===== config.mk =====
export PLATFORM = sky130hd
export DESIGN_NAME = graph_bfs_engine
export DESIGN_NICKNAME = d
export VERILOG_FILES = /design/src/design/gbfs_pkg.sv /design/src/design/gbfs_lsb_find.sv /design/src/design/gbfs_adj_matrix.sv /design/src/design/graph_bfs_engine.sv
export SDC_FILE = /design/constraint.sdc
export NUM_CORES = 1
export LEC_CHECK = 0
export BUFFER_PORTS_ARGS = -buffer_cell sky130_fd_sc_hd__buf_2
export CORE_UTILIZATION = 63
export DETAILED_ROUTE_END_ITERATION = 6
export GPL_TIMING_DRIVEN = 0
export PLACE_DENSITY = 0.82
export SLEW_MARGIN = 20
export SYNTH_ARGS = -nofsm -noshare
export SYNTH_HDL_FRONTEND = slang
export SYNTH_SLANG_ARGS = --single-unit
export TNS_END_PERCENT = 1

===== constraint.sdc =====
create_clock -name clk -period 4.4 [get_ports clk]
set_input_delay 0.44 -clock clk [delete_from_list [all_inputs] [get_ports clk]]
set_output_delay 0.44 -clock clk [all_outputs]
set_load 0.05 [all_outputs]

===== src/design/gbfs_pkg.sv =====
// Shared types and constants of the breadth-first search engine.
package gbfs_pkg;

    localparam int NODE_W     = 4;
    localparam int CMD_W      = 2;
    localparam int KIND_W     = 2;
    localparam int CNT_W      = 5;
    localparam int NODE_LIMIT = 16;

    localparam logic [CNT_W-1:0] VC_RESET = 5'd16;

    typedef logic [NODE_W-1:0] node_t;

    typedef enum logic [CMD_W-1:0] {
        CMD_ADD      = 2'd0,
        CMD_TRAVERSE = 2'd1,
        CMD_PATH     = 2'd2,
        CMD_CLEAR    = 2'd3
    } cmd_t;

    typedef enum logic [KIND_W-1:0] {
        KIND_VISIT     = 2'd0,
        KIND_UNREACHED = 2'd1,
        KIND_VERDICT   = 2'd2
    } kind_t;

    // Update request for the adjacency matrix
    typedef struct packed {
        logic  clear;
        logic  add;
        node_t a;
        node_t b;
    } adj_cmd_t;

endpackage


===== src/design/gbfs_lsb_find.sv =====
// Shared lowest-set-bit finder used for neighbor enqueue and unreached scan.
module gbfs_lsb_find
    import gbfs_pkg::*;
#(
    parameter int NV = 16
)
(
    input  logic [NV-1:0]         vec,
    output logic [$clog2(NV)-1:0] idx,
    output logic [NV-1:0]         onehot,
    output logic                  one_left
);

    localparam int IW = $clog2(NV);

    always_comb
    begin
        // isolate the lowest set bit
        onehot   = vec & (~vec + NV'(1));
        one_left = ((vec & (vec - NV'(1))) == '0);
        idx      = '0;
        for (int i = 0; i < NV; i++)
        begin
            if (onehot[i])
            begin
                idx = idx | IW'(i);
            end
        end
    end

endmodule


===== src/design/gbfs_adj_matrix.sv =====
// Adjacency bit matrix with symmetric edge insert, bulk clear and one row read.
module gbfs_adj_matrix
    import gbfs_pkg::*;
#(
    parameter int NV = 16
)
(
    input  logic                  clk,
    input  logic                  rst_n,
    input  adj_cmd_t              adj_cmd,
    input  logic [$clog2(NV)-1:0] rd_node,
    output logic [NV-1:0]         rd_row
);

    localparam int IW = $clog2(NV);

    logic [NV-1:0] rows_reg  [NV];
    logic [NV-1:0] rows_next [NV];
    logic [IW-1:0] a_idx;
    logic [IW-1:0] b_idx;

    assign a_idx  = adj_cmd.a[IW-1:0];
    assign b_idx  = adj_cmd.b[IW-1:0];
    assign rd_row = rows_reg[rd_node];

    always_comb
    begin
        for (int r = 0; r < NV; r++)
        begin
            rows_next[r] = rows_reg[r];
            if (adj_cmd.clear)
            begin
                rows_next[r] = '0;
            end
            else if (adj_cmd.add)
            begin
                if (IW'(r) == a_idx)
                begin
                    rows_next[r][b_idx] = 1'b1;
                end
                if (IW'(r) == b_idx)
                begin
                    rows_next[r][a_idx] = 1'b1;
                end
            end
        end
    end

    always_ff @(posedge clk or negedge rst_n)
    begin
        if (!rst_n)
        begin
            for (int r = 0; r < NV; r++)
            begin
                rows_reg[r] <= '0;
            end
        end
        else
        begin
            for (int r = 0; r < NV; r++)
            begin
                rows_reg[r] <= rows_next[r];
            end
        end
    end

endmodule


===== src/design/graph_bfs_engine.sv =====
// Top level of the breadth-first search engine over an adjacency bit matrix.
//
//   channel   | handshake               | payload
//   ----------+-------------------------+-----------------------------------
//   command   | start / busy            | cmd, node_a, node_b
//   config    | vertex_count_wr         | vertex_count
//   result    | result_valid (strobe)   | node, kind, path_found, last
//
// Add-edge, clear and ignored commands finish in the cycle they are taken;
// busy never rises for them.
// A traversal or path query scans each reached vertex in turn, enqueues its
// unvisited neighbors one by one, then lists any unreached vertices or gives
// the verdict; busy stays high meanwhile. The single lowest-set-bit unit sets
// the pace: one neighbor enqueued or one unreached vertex listed a cycle.
// Reset clears the matrix and the sequencer and sets the vertex count to 16.
// Results are one-cycle strobes; the receiver cannot stall them.
module graph_bfs_engine
    import gbfs_pkg::*;
#(
    parameter int MAX_VERTICES = 16
)
(
    input  logic              clk,
    input  logic              rst_n,
    input  logic              start,
    output logic              busy,
    input  logic [CMD_W-1:0]  cmd,
    input  logic [NODE_W-1:0] node_a,
    input  logic [NODE_W-1:0] node_b,
    input  logic              vertex_count_wr,
    input  logic [CNT_W-1:0]  vertex_count,
    output logic              result_valid,
    output logic [NODE_W-1:0] node,
    output logic [KIND_W-1:0] kind,
    output logic              path_found,
    output logic              last
);

    // Vertex numbers are 4 bits wide, so at most 16 vertices are addressable
    localparam int NV = (MAX_VERTICES < NODE_LIMIT) ? MAX_VERTICES : NODE_LIMIT;
    localparam int IW = $clog2(NV);
    localparam int PW = $clog2(NV + 1);

    typedef enum logic [4:0] {
        S_IDLE    = 5'b00001,
        S_SCAN    = 5'b00010,
        S_EXPAND  = 5'b00100,
        S_UNREACH = 5'b01000,
        S_VERDICT = 5'b10000
    } state_t;

    state_t           state_reg,    state_next;
    logic [CNT_W-1:0] vc_reg,       vc_next;
    logic [NV-1:0]    visited_reg,  visited_next;
    logic [NV-1:0]    newmask_reg,  newmask_next;
    logic [PW-1:0]    head_reg,     head_next;
    logic [PW-1:0]    tail_reg,     tail_next;
    logic             seen_reg,     seen_next;
    logic             query_reg,    query_next;
    logic             res_valid_reg;

    // payload registers
    logic [IW-1:0]    cur_reg;
    logic [IW-1:0]    target_reg;
    node_t            node_reg;
    kind_t            kind_reg;
    logic             found_reg;
    logic             last_reg;
    logic [IW-1:0]    queue_mem [NV];

    logic [CNT_W-1:0] cnt_eff;
    logic [NV-1:0]    valid_mask;
    logic             a_ok;
    logic             b_ok;
    logic [IW-1:0]    a_idx;
    logic [IW-1:0]    b_idx;
    logic             load_start;
    logic             deq;
    logic             q_wr;
    logic             emit;
    node_t            emit_node;
    kind_t            emit_kind;
    logic             emit_found;
    logic             emit_last;
    adj_cmd_t         adj_cmd;
    logic [NV-1:0]    adj_row;
    logic [NV-1:0]    find_vec;
    logic [IW-1:0]    find_idx;
    logic [NV-1:0]    find_onehot;
    logic             find_one_left;
    logic             all_visited;
    logic             accept;

    assign busy         = (state_reg != S_IDLE);
    assign accept       = start && !busy;
    assign result_valid = res_valid_reg;
    assign node         = node_reg;
    assign kind         = kind_reg;
    assign path_found   = found_reg;
    assign last         = last_reg;

    // Effective vertex count saturates at the storage size
    assign cnt_eff = (vc_reg > CNT_W'(NV)) ? CNT_W'(NV) : vc_reg;
    assign a_ok    = CNT_W'(node_a) < cnt_eff;
    assign b_ok    = CNT_W'(node_b) < cnt_eff;
    assign a_idx   = node_a[IW-1:0];
    assign b_idx   = node_b[IW-1:0];

    always_comb
    begin
        for (int i = 0; i < NV; i++)
        begin
            valid_mask[i] = CNT_W'(i) < cnt_eff;
        end
    end

    assign all_visited = ((visited_reg & valid_mask) == valid_mask);

    gbfs_adj_matrix #(
        .NV (NV)
    ) u_adj (
        .clk     (clk),
        .rst_n   (rst_n),
        .adj_cmd (adj_cmd),
        .rd_node (cur_reg),
        .rd_row  (adj_row)
    );

    // The finder serves the neighbor mask while expanding, else the unvisited set
    assign find_vec = (state_reg == S_EXPAND) ? newmask_reg : (~visited_reg & valid_mask);

    gbfs_lsb_find #(
        .NV (NV)
    ) u_find (
        .vec      (find_vec),
        .idx      (find_idx),
        .onehot   (find_onehot),
        .one_left (find_one_left)
    );

    always_comb
    begin
        state_next   = state_reg;
        vc_next      = vertex_count_wr ? vertex_count : vc_reg;
        visited_next = visited_reg;
        newmask_next = newmask_reg;
        head_next    = head_reg;
        tail_next    = tail_reg;
        seen_next    = seen_reg;
        query_next   = query_reg;
        load_start   = 1'b0;
        deq          = 1'b0;
        q_wr         = 1'b0;
        emit         = 1'b0;
        emit_node    = NODE_W'(cur_reg);
        emit_kind    = KIND_VISIT;
        emit_found   = 1'b0;
        emit_last    = 1'b0;
        adj_cmd      = '{clear: 1'b0, add: 1'b0, a: node_a, b: node_b};

        case (state_reg)
            S_IDLE:
            begin
                if (accept)
                begin
                    case (cmd_t'(cmd))
                        CMD_CLEAR:
                        begin
                            adj_cmd.clear = 1'b1;
                        end
                        CMD_ADD:
                        begin
                            adj_cmd.add = a_ok && b_ok;
                        end
                        CMD_TRAVERSE, CMD_PATH:
                        begin
                            // Start vertex is taken as already dequeued
                            if (a_ok && (b_ok || cmd_t'(cmd) == CMD_TRAVERSE))
                            begin
                                load_start   = 1'b1;
                                visited_next = NV'(1) << a_idx;
                                head_next    = PW'(1);
                                tail_next    = PW'(1);
                                seen_next    = 1'b0;
                                query_next   = (cmd_t'(cmd) == CMD_PATH);
                                state_next   = S_SCAN;
                            end
                        end
                        default:
                        begin
                        end
                    endcase
                end
            end

            S_SCAN:
            begin
                newmask_next = adj_row & ~visited_reg & valid_mask;
                if (query_reg && cur_reg == target_reg)
                begin
                    seen_next = 1'b1;
                end
                state_next = S_EXPAND;
            end

            S_EXPAND:
            begin
                if (newmask_reg != '0)
                begin
                    // enqueue the lowest unvisited neighbor
                    q_wr         = 1'b1;
                    tail_next    = tail_reg + PW'(1);
                    visited_next = visited_reg | find_onehot;
                    newmask_next = newmask_reg & ~find_onehot;
                end
                else
                begin
                    emit      = 1'b1;
                    emit_last = !query_reg && (head_reg == tail_reg) && all_visited;
                    if (head_reg < tail_reg)
                    begin
                        deq        = 1'b1;
                        head_next  = head_reg + PW'(1);
                        state_next = S_SCAN;
                    end
                    else if (query_reg)
                    begin
                        state_next = S_VERDICT;
                    end
                    else if (all_visited)
                    begin
                        state_next = S_IDLE;
                    end
                    else
                    begin
                        state_next = S_UNREACH;
                    end
                end
            end

            S_UNREACH:
            begin
                emit         = 1'b1;
                emit_node    = NODE_W'(find_idx);
                emit_kind    = KIND_UNREACHED;
                emit_last    = find_one_left;
                visited_next = visited_reg | find_onehot;
                if (find_one_left)
                begin
                    state_next = S_IDLE;
                end
            end

            S_VERDICT:
            begin
                emit       = 1'b1;
                emit_node  = NODE_W'(target_reg);
                emit_kind  = KIND_VERDICT;
                emit_found = seen_reg;
                emit_last  = 1'b1;
                state_next = S_IDLE;
            end

            default:
            begin
                state_next = S_IDLE;
            end
        endcase
    end

    always_ff @(posedge clk or negedge rst_n)
    begin
        if (!rst_n)
        begin
            state_reg     <= S_IDLE;
            vc_reg        <= VC_RESET;
            visited_reg   <= '0;
            newmask_reg   <= '0;
            head_reg      <= '0;
            tail_reg      <= '0;
            seen_reg      <= 1'b0;
            query_reg     <= 1'b0;
            res_valid_reg <= 1'b0;
        end
        else
        begin
            state_reg     <= state_next;
            vc_reg        <= vc_next;
            visited_reg   <= visited_next;
            newmask_reg   <= newmask_next;
            head_reg      <= head_next;
            tail_reg      <= tail_next;
            seen_reg      <= seen_next;
            query_reg     <= query_next;
            res_valid_reg <= emit;
        end
    end

    // Hold the result beat payload for its one strobe cycle
    always_ff @(posedge clk)
    begin
        if (emit)
        begin
            node_reg  <= emit_node;
            kind_reg  <= emit_kind;
            found_reg <= emit_found;
            last_reg  <= emit_last;
        end
    end

    // Current vertex: start vertex on launch, then the queue head on dequeue
    always_ff @(posedge clk)
    begin
        if (load_start)
        begin
            cur_reg    <= a_idx;
            target_reg <= b_idx;
        end
        else if (deq)
        begin
            cur_reg <= queue_mem[head_reg[IW-1:0]];
        end
    end

    always_ff @(posedge clk)
    begin
        if (q_wr)
        begin
            queue_mem[tail_reg[IW-1:0]] <= find_idx;
        end
    end

    // Queue never overruns its storage
    assert property (@(posedge clk) disable iff (!rst_n)
        (state_reg == S_EXPAND && newmask_reg != '0) |-> tail_reg < PW'(NV))
        else $error("search queue overrun");

    // Dequeue never passes enqueue
    assert property (@(posedge clk) disable iff (!rst_n)
        head_reg <= tail_reg)
        else $error("queue head passed tail");

    // The final beat of a run leaves the engine ready
    assert property (@(posedge clk) disable iff (!rst_n)
        (result_valid && last) |-> !busy)
        else $error("engine still busy after final beat");

    // A verdict beat always closes the run
    assert property (@(posedge clk) disable iff (!rst_n)
        (result_valid && kind == KIND_VERDICT) |-> last)
        else $error("verdict beat not marked last");

endmodule


### Word-level counts from Yosys, hierarchy flattened

Memories as Yosys holds them, arrays and structs flattened.
Index checks and enable logic that the tools add are counted.

* multiplexer cells: 172
* magnitude comparators: 25
* bitwise gates (word level): 44
* reductions and logical operators: 31
* add/sub/neg operators: 4
* shifts and indexed selects: 1
* eq/ne operators: 50

Operator list (number)
* 2-to-1 mux 16 bit: 104
* bitwise OR 16 bit: 33
* AND 16 bit: 7
* 2-to-1 mux 5 bit: 14
* binary-select mux 16 bit (select 4 bit): 1
* equality test 4 bit (first input constant): 16
* inverter 16 bit: 3
* one-hot mux 16 bit (3 select lines): 1
* 2-to-1 mux 4 bit: 11
* less-than comparator 4 x 5 -> 1 bit (first input constant): 8
* equality test 3 x 4 -> 1 bit (first input constant): 8
* one-hot mux 16 bit (2 select lines): 1
* 2-to-1 mux 1 bit: 22
* less-than comparator 3 x 5 -> 1 bit (first input constant): 4
* one-hot mux 5 bit (2 select lines): 2
* one-hot mux 5 bit (4 select lines): 1
* AND reduction 5 bit: 4
* adder 16 x 1 -> 16 bit (second input constant): 1
* equality test 16 bit: 1
* equality test 2 x 4 -> 1 bit (first input constant): 4
* zero test 16 bit: 1
* nonzero test 16 bit: 1
* << shifter 1 x 4 -> 16 bit (first input constant): 1
* subtractor 16 x 1 -> 16 bit (second input constant): 1
* other kinds (41): 77

* bits in registers: 327
* input bits: 19
* RAM bits: 64
* logic and storage cells: 359
* output and inout port bits: 10
* memories: 1

Memories
* queue_mem: words 16, bits a word 4, rd ports 1, clocked after memory_dff 0, wr ports 1, RTL line graph_bfs_engine.sv:69 `logic [IW-1:0] queue_mem [NV];`

### Depth between registers and ports, before layout

Gate-level depths: netlist of run 1.

* word-level depth: 24
* depth in mapped cells: 14
* depth with buffers taken out: 10

### By module

A second synthesis of run 1 with hierarchy kept.

* cell total of the unflattened synthesis: 1812
* area total of the unflattened synthesis: 19527.5 um^2

By module, submodules not included
* gbfs_adj_matrix: instances 1, cells an instance 1194, area each 12487.0 um^2
* graph_bfs_engine: instances 1, cells an instance 546, area each 6603.8 um^2
* gbfs_lsb_find: instances 1, cells an instance 72, area each 436.7 um^2

### Worst setup path after synthesis of run 1

No wires, ideal clock.

* path kind: reg-to-reg
* start: reg vc_reg[4]
* end: reg visited_reg[0]
* data required time: 4274 ps
* arrival time: 2936 ps
* path buffers: 4
* path slack: 1338 ps
* stages on the path, launching flop included: 14
* library setup time: 126 ps
* cells stage by stage: dfstp_2 -> clkbuf_1 -> inv_1 -> clkbuf_1 -> nand2_1 -> ha_1 -> a21o_1 -> a21o_1 -> a21oi_2 -> a31oi_1 -> a221o_1 -> buf_2 -> buf_2 -> o32a_1

* cells in the longest elaborated chain, start to end: 11

RTL lines
* start: declaration: RTL line graph_bfs_engine.sv:53 `logic [CNT_W-1:0] vc_reg, vc_next;`
* start signal: assignment: RTL line graph_bfs_engine.sv:288 `vc_reg <= vc_next;`
* > comparator 5 bit: RTL line graph_bfs_engine.sv:103 `assign cnt_eff = (vc_reg > CNT_W'(NV)) ? CNT_W'(NV) : vc_reg;`
* 2-to-1 mux 5 bit (*): RTL line graph_bfs_engine.sv:103
* less-than comparator 1 x 5 -> 1 bit: RTL line graph_bfs_engine.sv:113 `valid_mask[i] = CNT_W'(i) < cnt_eff;`
* AND 16 bit: RTL line graph_bfs_engine.sv:130 `assign find_vec = (state_reg == S_EXPAND) ? newmask_reg : (~visited_reg & valid_mask);`
* 2-to-1 mux 16 bit: RTL line graph_bfs_engine.sv:130
* inverter 16 bit: RTL line gbfs_lsb_find.sv:19 `onehot = vec & (~vec + NV'(1));`
* adder 16 x 1 -> 16 bit: RTL line gbfs_lsb_find.sv:19
* AND 16 bit: RTL line gbfs_lsb_find.sv:19
* bitwise OR 16 bit: RTL line graph_bfs_engine.sv:213, graph_bfs_engine.sv:247
* 2-to-1 mux 16 bit: RTL line graph_bfs_engine.sv:208 `if (newmask_reg != '0)`
* one-hot mux 16 bit (3 select lines): RTL line graph_bfs_engine.sv:161 `case (state_reg)`
* end signal: assignment: RTL line graph_bfs_engine.sv:289 `visited_reg <= visited_next;`
* end: declaration: RTL line graph_bfs_engine.sv:54 `logic [NV-1:0] visited_reg, visited_next;`

Mark *: on every way between the ends. The rest lies on a longest branch, timed or not. The select of a mux whose other input is x is not followed.
A chain may end at the register's enable or synchronous reset.

### Worst setup path in the final report of run 1

* start: reg vc_reg[4]
* end: reg u_adj.rows_reg[225] (netlist bit)

* cells in the longest elaborated chain, start to end: 8

RTL lines
* > comparator 5 bit: RTL line graph_bfs_engine.sv:103
* 2-to-1 mux 5 bit (*): RTL line graph_bfs_engine.sv:103
* less-than comparator 4 x 5 -> 1 bit, on equally long branches: RTL line graph_bfs_engine.sv:104, graph_bfs_engine.sv:105
* logical AND 1 bit (*): RTL line graph_bfs_engine.sv:173 `adj_cmd.add = a_ok && b_ok;`
* 2-to-1 mux 1 bit (*): RTL line graph_bfs_engine.sv:166 `case (cmd_t'(cmd))`
* 2-to-1 mux 2 bit (*): RTL line graph_bfs_engine.sv:164 `if (accept)`
* 2-to-1 mux 2 bit (*): RTL line graph_bfs_engine.sv:161
* nonzero test 2 bit (no line) (*)
* end signal: indexed assignment: RTL line gbfs_adj_matrix.sv:62 `rows_reg[r] <= rows_next[r];`
* end: declaration: RTL line gbfs_adj_matrix.sv:17 `logic [NV-1:0] rows_reg [NV];`

Mark *: on every way between the ends. The rest lies on a longest branch, timed or not.

==> results.toml, run 1 <==
[timing]
worst_clock_skew_ns = 0.0270
setup_violations = 0
hold_viol_final = 0
max_freq_mhz = 237
relSlewSlack_pct = 17.7
tightest_slew_ns = 1.23
rsz0062_at_grt = "no"
post-route-period-util_pct = 95.9
report.final.slew_viol_count = 0
fin_crit_ns = 4.22
fin_setup_tns_ns = 0

[layout]
fin_util_pct = 71.7
diodes = 0
layout-drive-gt1-share_pct = 15.2
nFillCells = 2065
largest_register_ffs = 256
syn_to_final_growth_pct = 11.2
area.sequential_um2 = 10200
multi_input_area_um2 = 8530
fin_nets = 1711

[route]
first_pass_iters = 6
antenna_left = 0
routedWlPerCell_um = 30.8
drtIter0Drc = 2565
avgViaCountPerCell = 7.43
drc = 0
num_vias = 15500
wl_mm = 64.3

[logic_synthesis]
post-synth-top-count-cell = "dfrtp_1"
postSynthAreaPerCell_um2 = 12.0
synth_top_area_share_pct = 40.1
synth.area.top_cells = "dfrtp_1 (40%), edfxtp_1 (12%), mux4_2 (12%)"
synthesis.nets = 1638
synthDistinctLibCells = 77
ys_ff_latch = 391
yosysSeqAreaShare_pct = 52.9
syn_inst = 1599
synth_top_area_cell = "dfrtp_1"
syn_area_um2 = 19300
synth-edff-count = 80
synth_ff_type = "dfrtp_1"
synthTopCellsByCount = "dfrtp_1 (309), o21a_1 (245), nor2_1 (213)"
yosysWarnings = 0
synthArstFlopShare_pct = 79.5

[pwr]
vdd_drop_max_uv = 431
p_leak_uw = 0.00863
power_density_nw_per_um2 = 448

[global_route]
grt_max_degree = 102
grt_use_total_pct = 42.6
first_global_vias = 15500
grt_pass1_wl_mm = 96.5
grt_antenna_before_repair = 0
overflow = 0

[clock_network]
cts_made_buffers = 40
cts_resized = 0
clk-insertion-delay-late_ns = 0.55
postCtsSetupRepairBufs = 0
ctsHtreeMaxLevel = 2
cts_tree = "done"
clk_pin_slew_ns = 0.06
cts_max_path_buffers = 3
cts-hold-fix-buffers = 1
clockRootBuffer = "clkbuf_16"
cts.sinks = 391

[floorplan]
io_pins = 29
placementRows = 63
dieWidth_um = 177
start_util_pct = 64.5
die_y_um = 177
core-area_um2 = 29900
die_area_um2 = 31300

[critical_path]
cp_max_fo = 10
crit_arrival_ns = 4.69
crit_type = "flop to flop"
cp_data_required_time_ns = 4.87
cp-end-kind = "flop"
start_kind = "flop"

[placed_design]
gp_congestion = 1.01
numPortBuffers = 27
detailed_place_hpwl_mm = 44.9

[flow_run]
maxCapViolCount = 0

[worst_hold_path]
hold_class = "input port to flop"

[outcome]
outcome = "finished, final reports clean"
-- critical path, stage by stage (launching register included) --
cell	delay, ns
dfstp_2	0.60
clkbuf_1	0.43
inv_1	0.11
clkbuf_1	0.26
nand2_1	0.17
ha_1	0.24
a21o_1	0.15
a21o_1	0.18
a21oi_2	0.17
a21oi_1	0.11
nor3b_2	0.68
clkbuf_1	0.71
a31oi_1	0.20
nor2_1	0.13
-- final cells by class --
cell class | count | area share, %
tap | 390 | 2.28
timing repair buffer | 31 | 1.11
inverter | 18 | 0.316
clock inverter | 10 | 0.748
buffer | 131 | 2.47
multi-input combinational | 1059 | 39.9
clock buffer | 60 | 5.64
sequential | 391 | 47.6
-- cell families after synthesis --
kind of cell             after synthesis  share of synthesized area [%]
AO/OA/AOI/OAI                        526                           20.3
XOR/XNOR                              10                          0.455
adder cells (fa/ha/maj)               20                           1.30
buffers and inverters                149                           3.07
flip-flops                           391                           52.9
multiplexers                         122                           12.9
AND/OR/NAND/NOR                      381                           9.10
-- stage by stage --
step | area (µm²) | hold slack, ns | cells | setup slack [ns] | power [µW]
finish | 21400 | 0.128 | 2090 | 0.179 | 9590
global route | 21400 | 0.145 | 2090 | 0.0731 | 9840
CTS | 21400 | 0.124 | 2090 | 0.387 | 9520
detailed placement | 20000 | 0.320 | 2019 | 0.422 | 6010
global placement | 19900 | 0.467 | 2016 | -2.91 | 5950
floorplan | 19300 | 0.144 | 1599 | 1.34 | 5330
-- placed cells by master, fill, tap and decap left out, types with 5 or more instances in the layout --
master,netlist,routed
o32a_1,14,14
nor3_2,0,7
nand3_1,15,15
mux2i_1,10,10
ha_1,20,20
nand2_1,48,48
buf_2,23,49
clkbuf_1,92,100
clkbuf_16,0,42
nor4_1,8,6
mux2_2,12,12
nand2b_1,12,12
o21a_1,245,245
nor3_1,38,31
a21oi_1,36,36
buf_1,15,13
dfrtp_1,309,309
a22oi_1,120,120
mux4_2,100,100
a21o_1,8,8
inv_1,17,17
a31oi_1,19,19
o21ai_0,25,25
nor2_1,213,213
nor2b_1,5,5
clkbuf_8,0,9
a32o_1,15,15
nand4_1,7,7
edfxtp_1,80,80
xor2_1,6,6
-- metal layers --
metal	global-route usage [%]	share of wire (%)	up-vias	wire (µm)
met5	1.12	0.073	-	47
met4	23.1	6.7	2	4280
met3	11.4	12	295	7670
met2	66.2	45	1279	29200
met1	54.8	36	7743	23100
li1	-	-	6208	-
-- worst paths after layout --
path,slack (ns),depth (start not counted),startpoint,end
min,0.13,3,vertex_count[4],vc_reg[4]
max in group asynchronous,2.83,4,rst_n,u_adj.rows_reg[116]
min in group asynchronous,0.35,2,rst_n,tail_reg[2]
max reg2reg,0.18,13,vc_reg[4],u_adj.rows_reg[225]
min reg2reg,0.48,1,u_adj.rows_reg[151],u_adj.rows_reg[151]
max,0.18,13,vc_reg[4],u_adj.rows_reg[225]
-- report_power, final --
group | total (µW) | switching (µW) | internal, µW
combinational | 1950 | 1320 | 632
clock | 3560 | 1430 | 2130
sequential | 4080 | 139 | 3940
(Power assumes the default switching activity.)
==> inputs of run 2 (changes only) <==
--- a/config.mk
+++ b/config.mk
@@ -6,10 +6,10 @@
 export NUM_CORES = 1
 export LEC_CHECK = 0
 export BUFFER_PORTS_ARGS = -buffer_cell sky130_fd_sc_hd__buf_2
-export CORE_UTILIZATION = 63
+export CORE_UTILIZATION = 40
 export DETAILED_ROUTE_END_ITERATION = 6
 export GPL_TIMING_DRIVEN = 0
-export PLACE_DENSITY = 0.82
+export PLACE_DENSITY = 0.57
 export SLEW_MARGIN = 20
 export SYNTH_ARGS = -nofsm -noshare
 export SYNTH_HDL_FRONTEND = slang
==> results.toml, run 2 (synthesis results as in run 1) <==
[floorplan]
core-area_um2 = 47600
dieWidth_um = 221
die_y_um = 221
placementRows = 80
io_pins = 29
start_util_pct = 40.4
die_area_um2 = 49000

[critical_path]
cp_max_fo = 10
cp-end-kind = "flop"
crit_type = "flop to flop"
r2r-start = "vc_reg[4]"
r2r_end = "u_adj.rows_reg[210]"
start_kind = "flop"
cp_data_required_time_ns = 4.92
reg2reg_slack_ns = 0.25
crit_arrival_ns = 4.67
reg2regPathDepth = 13

[placed_design]
dp_slack_ns = 0.316
numPortBuffers = 27
dp.cells = 2246
gp_congestion = 0.955
detailed_place_hpwl_mm = 47.9

[global_route]
grt_antenna_before_repair = 2
overflow = 0
grt_pass1_wl_mm = 97.3
first_global_vias = 14800
grt_max_degree = 97
grt_use_total_pct = 27.0

[worst_hold_path]
worstHoldStart = "vertex_count[4]"
holdPathEnd = "vc_reg[4]"
holdPathStages = 3
hold_class = "input port to flop"

[timing]
fin_setup_tns_ns = 0
setup_violations = 0
worst_clock_skew_ns = 0.0298
report.final.slew_viol_count = 0
rsz0062_at_grt = "no"
max_freq_mhz = 241
fin_crit_ns = 4.15
hold_viol_final = 0
fin_ws_ns = 0.247
tightest_slew_ns = 1.25
post-route-period-util_pct = 94.4
relSlewSlack_pct = 15.7

[clock_network]
ctsHtreeMaxLevel = 2
clk-insertion-delay-late_ns = 0.61
clockRootBuffer = "clkbuf_16"
cts.sinks = 391
clk_pin_slew_ns = 0.06
cts_max_path_buffers = 3
cts_tree = "done"
cts_made_buffers = 45
cts_resized = 0

[route]
wl_mm = 66.0
antenna_left = 0
first_pass_iters = 6
avgViaCountPerCell = 6.32
drc = 0
routedWlPerCell_um = 28.3
drtIter0Drc = 1736
num_vias = 14700

[layout]
layout-drive-gt1-share_pct = 15.7
diodes = 0
final_cells = 2330
nFillCells = 4362
multi_input_area_um2 = 8530
area.sequential_um2 = 10200
largest_register_ffs = 256
mostFrequentLayoutCell = "dfrtp_1"
fin_nets = 1718
mostFrequentLayoutCells = "dfrtp_1 (309), o21a_1 (245), nor2_1 (213)"
syn_to_final_growth_pct = 13.4

[pwr]
p_leak_uw = 0.00871
vdd_drop_max_uv = 251
power_density_nw_per_um2 = 449

[flow_run]
maxCapViolCount = 0

[outcome]
outcome = "finished, final reports clean"
run 2: worst max-delay path: stages, from the launching register on:
cell and delay, ns:
dfstp_2 0.60, clkbuf_1 0.40, inv_1 0.11, clkbuf_1 0.27
nand2_1 0.16, ha_1 0.23, a21o_1 0.17, a21o_1 0.18
a21oi_2 0.16, a21oi_1 0.11, nor3b_2 0.73, clkbuf_1 0.65
a31oi_1 0.16, nor2_1 0.12
run 2: metal layers:
metal	global-route usage, %	part of all wire, %	vias to the layer above
li1	-	-	6238
met1	35.2	40	7520
met5	0	0.035	-
met4	12.9	5.0	4
met2	41.7	45	777
met3	7.71	9.5	192
run 2: how the worst max path moves through the flow:
stage | from | end | slack, ns | depth (start not counted)
after floorplan | vc_reg[4] | visited_reg[0] | 1.34 | 13
after global placement | rst_n | u_adj.rows_reg[164] | -3.21 | 1
after detailed placement | vc_reg[4] | u_adj.rows_reg[120] | 0.32 | 13
after CTS | vc_reg[4] | u_adj.rows_reg[210] | 0.30 | 13
after global routing | vc_reg[4] | u_adj.rows_reg[210] | 0.13 | 13
final | vc_reg[4] | u_adj.rows_reg[210] | 0.25 | 13
run 2: area by class of cell:
| cell class | count | share of cell area (%) |
|---|---|---|
| multi-input combinational | 1059 | 39.1 |
| clock buffer | 69 | 6.03 |
| sequential | 391 | 46.6 |
| tap | 615 | 3.52 |
| timing repair buffer | 33 | 1.17 |
| clock inverter | 14 | 0.808 |
| buffer | 131 | 2.43 |
| inverter | 18 | 0.309 |
run 2: power breakdown:
group / internal, µW / leakage [µW] / switching (µW)
Clock: 2250 / 0.000731 / 1560
Sequential: 3940 / 0.00501 / 132
Combinational: 637 / 0.00297 / 1290
run 2: what timing repair did:
action	4_1_cts	5_1_grt
setup buffers	0	0
hold buffers	1	0
hold endpoints to repair	37	0
endpoints found under the setup margin	0	0
run 2: per-stage QoR:
step	util, %	cell area [µm²]	total power, µW	hold slack (ns)
floorplan	-	19300	5330	0.144
detailed placement	42.7	20300	6040	0.368
CTS	45.8	21800	9840	0.0541
finish	45.8	21800	9810	0.0653
global route	45.8	21800	10100	0.0822
global placement	42.3	20200	6010	0.467
